File: src/hdl/spms_pkg.sv
`timescale 1ns / 1ps

package spms_pkg;

	// List capacity and move width
	localparam int MAX_MOVES = 256;
	localparam int MOVE_BITS = 16;
	localparam int COUNT_W   = $clog2(MAX_MOVES + 1);

	// Item modes
	localparam logic MODE_LOAD = 1'b0;
	localparam logic MODE_READ = 1'b1;

	typedef logic [MOVE_BITS-1:0] move_t;
	typedef logic [COUNT_W-1:0]   count_t;

	// Key {capture, promotion}: 3 > 2 > 1 > 0 orders as 150 > 100 > 50 > 0
	typedef logic [1:0] key_t;

	typedef struct packed {
		move_t move;
		key_t  key;
	} slot_t;

	// Broadcast from the list control to every cell
	typedef struct packed {
		logic  load_en;
		logic  pop_en;
		slot_t new_slot;
	} cell_ctrl_t;

endpackage

File: src/hdl/spms_cell.sv
`timescale 1ns / 1ps

// One slot of the sorted row. The row is kept in descending key order, so
// "new key beats mine" is monotonic along the row and marks the insertion
// point without a search.
module spms_cell (
	input  logic                   clk,
	input  spms_pkg::cell_ctrl_t   ctrl,
	input  logic                   occupied,
	input  logic                   left_shift,
	input  spms_pkg::slot_t        left_slot,
	input  spms_pkg::slot_t        right_slot,
	output logic                   shift,
	output spms_pkg::slot_t        slot
);

	spms_pkg::slot_t slot_q;

	// Strictly greater keeps equal keys in load order
	assign shift = !occupied || (ctrl.new_slot.key > slot_q.key);
	assign slot  = slot_q;

	// Insert: first shifting cell takes the new move, the rest take the left
	// neighbor. Pop: every cell takes the right neighbor.
	always_ff @(posedge clk) begin
		if (ctrl.load_en) begin
			if (shift) begin
				slot_q <= left_shift ? left_slot : ctrl.new_slot;
			end
		end else if (ctrl.pop_en) begin
			slot_q <= right_slot;
		end
	end

endmodule

File: config.mk
export PLATFORM = sky130hd
export DESIGN_NAME = spms_cell
export DESIGN_NICKNAME = d
export VERILOG_FILES = /design/src/hdl/spms_pkg.sv /design/src/hdl/spms_cell.sv
export SDC_FILE = /design/constraint.sdc
export NUM_CORES = 1
export LEC_CHECK = 0
export ABC_AREA = 1
export BUFFER_PORTS_ARGS = -buffer_cell sky130_fd_sc_hd__buf_4
export CORE_UTILIZATION = 39
export DETAILED_ROUTE_END_ITERATION = 8
export PLACE_DENSITY = 0.82
export SLEW_MARGIN = 0
export SYNTH_ARGS = -nofsm -noshare
export SYNTH_HDL_FRONTEND = slang
export SYNTH_SLANG_ARGS = --single-unit
File: constraint.sdc
create_clock -name clk -period 2.21 [get_ports clk]
set_clock_uncertainty 0.05 [all_clocks]
set_input_delay 0.221 -clock clk [delete_from_list [all_inputs] [get_ports clk]]
set_output_delay 0.221 -clock clk [all_outputs]
set_load 0.02 [all_outputs]
; ---- After elaboration in Yosys (flattened, before gate mapping)
; Index checks and enable logic that the tools add are counted.
[classes]
n_lt_le_gt_ge = 1
eq_ne = 1
muxes = 4
n_reduce_logical = 4
[op_table]
columns = op, n
row1 = $mux W18, 4
row2 = $gt A2 B2 Y1, 1
row3 = $ne A2 B1 Y1 const B, 1
row4 = $reduce_and A2 Y1, 1
row5 = $reduce_bool A2 Y1, 1
row6 = $logic_not A1 Y1, 1
row7 = $logic_or A1 B1 Y1, 1
[word_totals]
regBits = 18
out_inout_bits = 19
word_cells = 12

; ---- Logic depth before layout (Yosys ltp)
[depth]
depth_word = 4
depth_mapped = 9
depth_no_buf = 9

; ---- Least setup slack after synthesis
; OpenSTA, ideal clock, no wires.
[synth_timing]
kind = reg2reg
start = register slot_q (netlist bit slot[1])
end = register slot_q (netlist bit slot[0]), enable pin
setup_ns = 0.375
t_arrival_ns = 1.568
required_ns = 1.785
slack_ns = 0.217
stages_incl_launch_ff = 9
path_buffers = 0
period_less_slack_ns = 1.993
path_cell_list = edfxtp_1 > inv_1 > ha_1 > nand2_1 > nand2_1 > nand2_1 > nand2_1 > nand2_1 > nand2_1
[synth_via]
elab_chain_len = 4
[synth_lines]
columns = item, line_no
row1 = start: declaration, spms_cell.sv:17  ; spms_pkg::slot_t slot_q;
row2 = start signal: assignment, spms_cell.sv:28  ; slot_q <= left_shift ? left_slot : ctrl.new_slot;
row3 = start signal: assignment, spms_cell.sv:31  ; slot_q <= right_slot;
row4 = $gt A2 B2 Y1, spms_cell.sv:20  ; assign shift = !occupied || (ctrl.new_slot.key > slot_q.key);
row5 = $logic_or A1 B1 Y1, spms_cell.sv:20
row6 = net shift, spms_cell.sv:13  ; output logic shift,
row7 = $ne A2 B1 Y1 (no source line), -
row8 = $reduce_and A2 Y1 (no source line), -
; The timed path passes the listed nets, and every way through them passes these cells.
; A chain may end at the register's enable or synchronous reset.

; ---- Final worst setup path
[layout_timing]
start = register slot_q (netlist bit slot[1])
end = register slot_q (netlist bit slot[6]), enable pin
[layout_via]
elab_chain_len = 4
[layout_lines]
columns = item, line_no
row1 = $gt A2 B2 Y1, spms_cell.sv:20
row2 = $logic_or A1 B1 Y1, spms_cell.sv:20
row3 = $ne A2 B1 Y1 (no source line), -
row4 = $reduce_and A2 Y1 (no source line), -
; No other way between the ends.

==> qor.txt <==
Sequential cell area: 540.5 um^2
Reg2reg start: slot[1]
Root buf cell: clkbuf_4
Fin crit share: 82.44%
Hold Crit Depth: 3
Tot Pwr: 866.3 uW
Setup TNS: 0 ps
Vias in the first global route: 912
Pin count of the biggest net entering global routing: 21
Placed Area: 1567 um^2
Finished Cell Area: 1589 um^2
DRT iter0 DRCs: 27
Status: finished clean
Multi-input logic area: 372.9 um^2
#FFs+latches synth: 18
Hold crit path type: in -> reg
Final HPWL DP: 2078 um
Vias: 1090
Cells after Synth: 112
CTS resizes: 0
Post-layout net count: 250
Yosys warnings: 0
Antenna cell count: 0
R2R depth: 9
Clock transition at path regs: 90 ps
Hold_sp: right_slot[3]
Max-cap viol count: 0
Sequential fraction of design power: 50.2%
Post-CTS Setup Bufs: 0
Die Span Y: 53.23 um
First-pass GRT wire length: 3808 um
GRT Total Usage: 19.69%
Tmin final: 1822 ps
Maximum VDD drop: 0.3359 mV
# fillers: 211
Final core occ: 64.14%
Crit path capture type: flop
Gpl congestion: 0.6401
Worst Path Max Fanout: 11
Sequential-to-total area share from yosys stat: 52.81%
TritonCTS clock tree: done
Clock tree buffer depth: 2
Syn avg cell area: 9.138 um^2
Reg2Reg Setup Slack: 390 ps
Mapped Nets: 173
Io pins: 78
DRC violations left: 0
Initial Utilization: 41.31%
H-tree depth: 1
WHS Endpoint: slot[3]
Max Freq: 0.5489 GHz
PD cells: 545.2 nW/um^2
RSZ-0062 raised after global routing: false
Inserted Clock Buffers: 3
DRT Pass-1 Iters: 4
Initial antenna violation count: 0
Die area: 2833 um^2
Worst hold slack: 165.1 ps
# setup viols final: 0
Worst skew pair latency: 280 ps
Least-Margin Pin Slew: 324.9 ps
Row count: 18
Max reg flops: 18
Area of the core: 2477 um^2
Clock power frac: 17.5%
Detail Route Antenna Nets: 0
Crit start category: flop
Crit path kind: reg -> reg
Layout cells sized above 1: 44.92%
Slew HR: 78.31%
P_sw: 242.0 uW
Vias per cell: 5.023
DIE WIDTH: 53.23 um
Critical Path RT: 2150 ps
Post-Route WL: 2777 um
Gr ovfl total: 0
CTS Sinks: 18
P_leak: 0.0007513 uW
Fin. max-slew vios: 0
Synth unique cells: 14
P&R area growth vs syn: 55.26%
Buffers added on ports: 77
Mean routed wirelength per cell: 12.80 um
Worst r2r dst: slot[6]
Sw Share: 27.94%
Fin. Hold Viols: 0
Cell Area, Synth: 1023 um^2
Hold_buf cts: 0
Critical path arrival: 1760 ps
Combinational share of power: 32.3%
Int Power: 624.2 uW
[critical path, stage by stage, from the launching register on]
cell      delay (ps)
edfxtp_1         360
inv_1             50
ha_1             280
nand2_1           50
nand2_1           50
nand2_1           40
nand2_1           70
nand2_1           60
nand2_1          260
buf_4            260
[how the worst max path moves through the flow]
stage | startpoint | to | slack [ps] | depth (start not counted)
after global placement | slot[1] | slot[8] | 460 | 9
after floorplan | slot[1] | slot[0] | 220 | 8
final | slot[1] | slot[6] | 390 | 9
after detailed placement | slot[1] | slot[9] | 390 | 9
after CTS | slot[1] | slot[13] | 380 | 9
after global routing | slot[1] | slot[6] | 230 | 9
[final cells by class]
type	count	share of cell area (%)
Sequential cell	18	34.02
Tap cell	30	2.362
Inverter	6	1.890
Clock buffer	3	1.417
Multi-Input combinational cell	82	23.46
Timing Repair Buffer	78	36.85
[kinds of logic after synthesis]
group                      share of synthesized area [%]
and+or+nand+nor                                    16.38
AOI/OAI and AO/OA                                  17.60
DFF                                                52.81
buffers and inverters                              10.76
adders and majority gates                          2.445
[cells in the final DEF (no fill, tap or decap)]
cell      synthesis  layout
buf_4             1      78
nand2_1          26      26
o21ai_1          20      20
edfxtp_1         18      18
nor2_1           17      17
o21ai_0          16      16
inv_1             4       4
clkbuf_4          0       3
ha_1              2       2
inv_8             1       1
inv_2             1       1
nor2_2            1       1
[power groups by stage]
stage | sequential [uW] | combinational [uW] | clock [uW]
floorplan | 488 | 89.6 | 0
global placement | 441 | 274 | 0
detailed placement | 443 | 282 | 0
CTS | 435 | 282 | 157
global route | 438 | 306 | 166
finish | 435 | 280 | 151
[routing by layer]
metal / GRT usage, % / part of all wire, % / up-vias
met1: 22.60 / 40 / 483
met2: 34.17 / 49 / 75
met3: 5.172 / 11 / 2
li1: - / - / 530
met5: 0 / 0 / -
met4: 7.895 / 0.43 / 0
[Yosys cell counts, drive strengths merged]
library cell	n	area, um^2
ha	2	25.02
inv	6	30.02
nand2	26	97.59
o21ai	36	180.2
edfxtp	18	540.5
buf	6	80.08
nor2	18	70.07
[per-stage QoR]
stage / setup slack (ps) / cells
floorplan: 217.0 / 112
global placement: 461.1 / 214
detailed placement: 394.6 / 214
CTS: 378.8 / 217
global route: 226.3 / 217
finish: 388.1 / 217
Power figures use the tool's default switching activity.
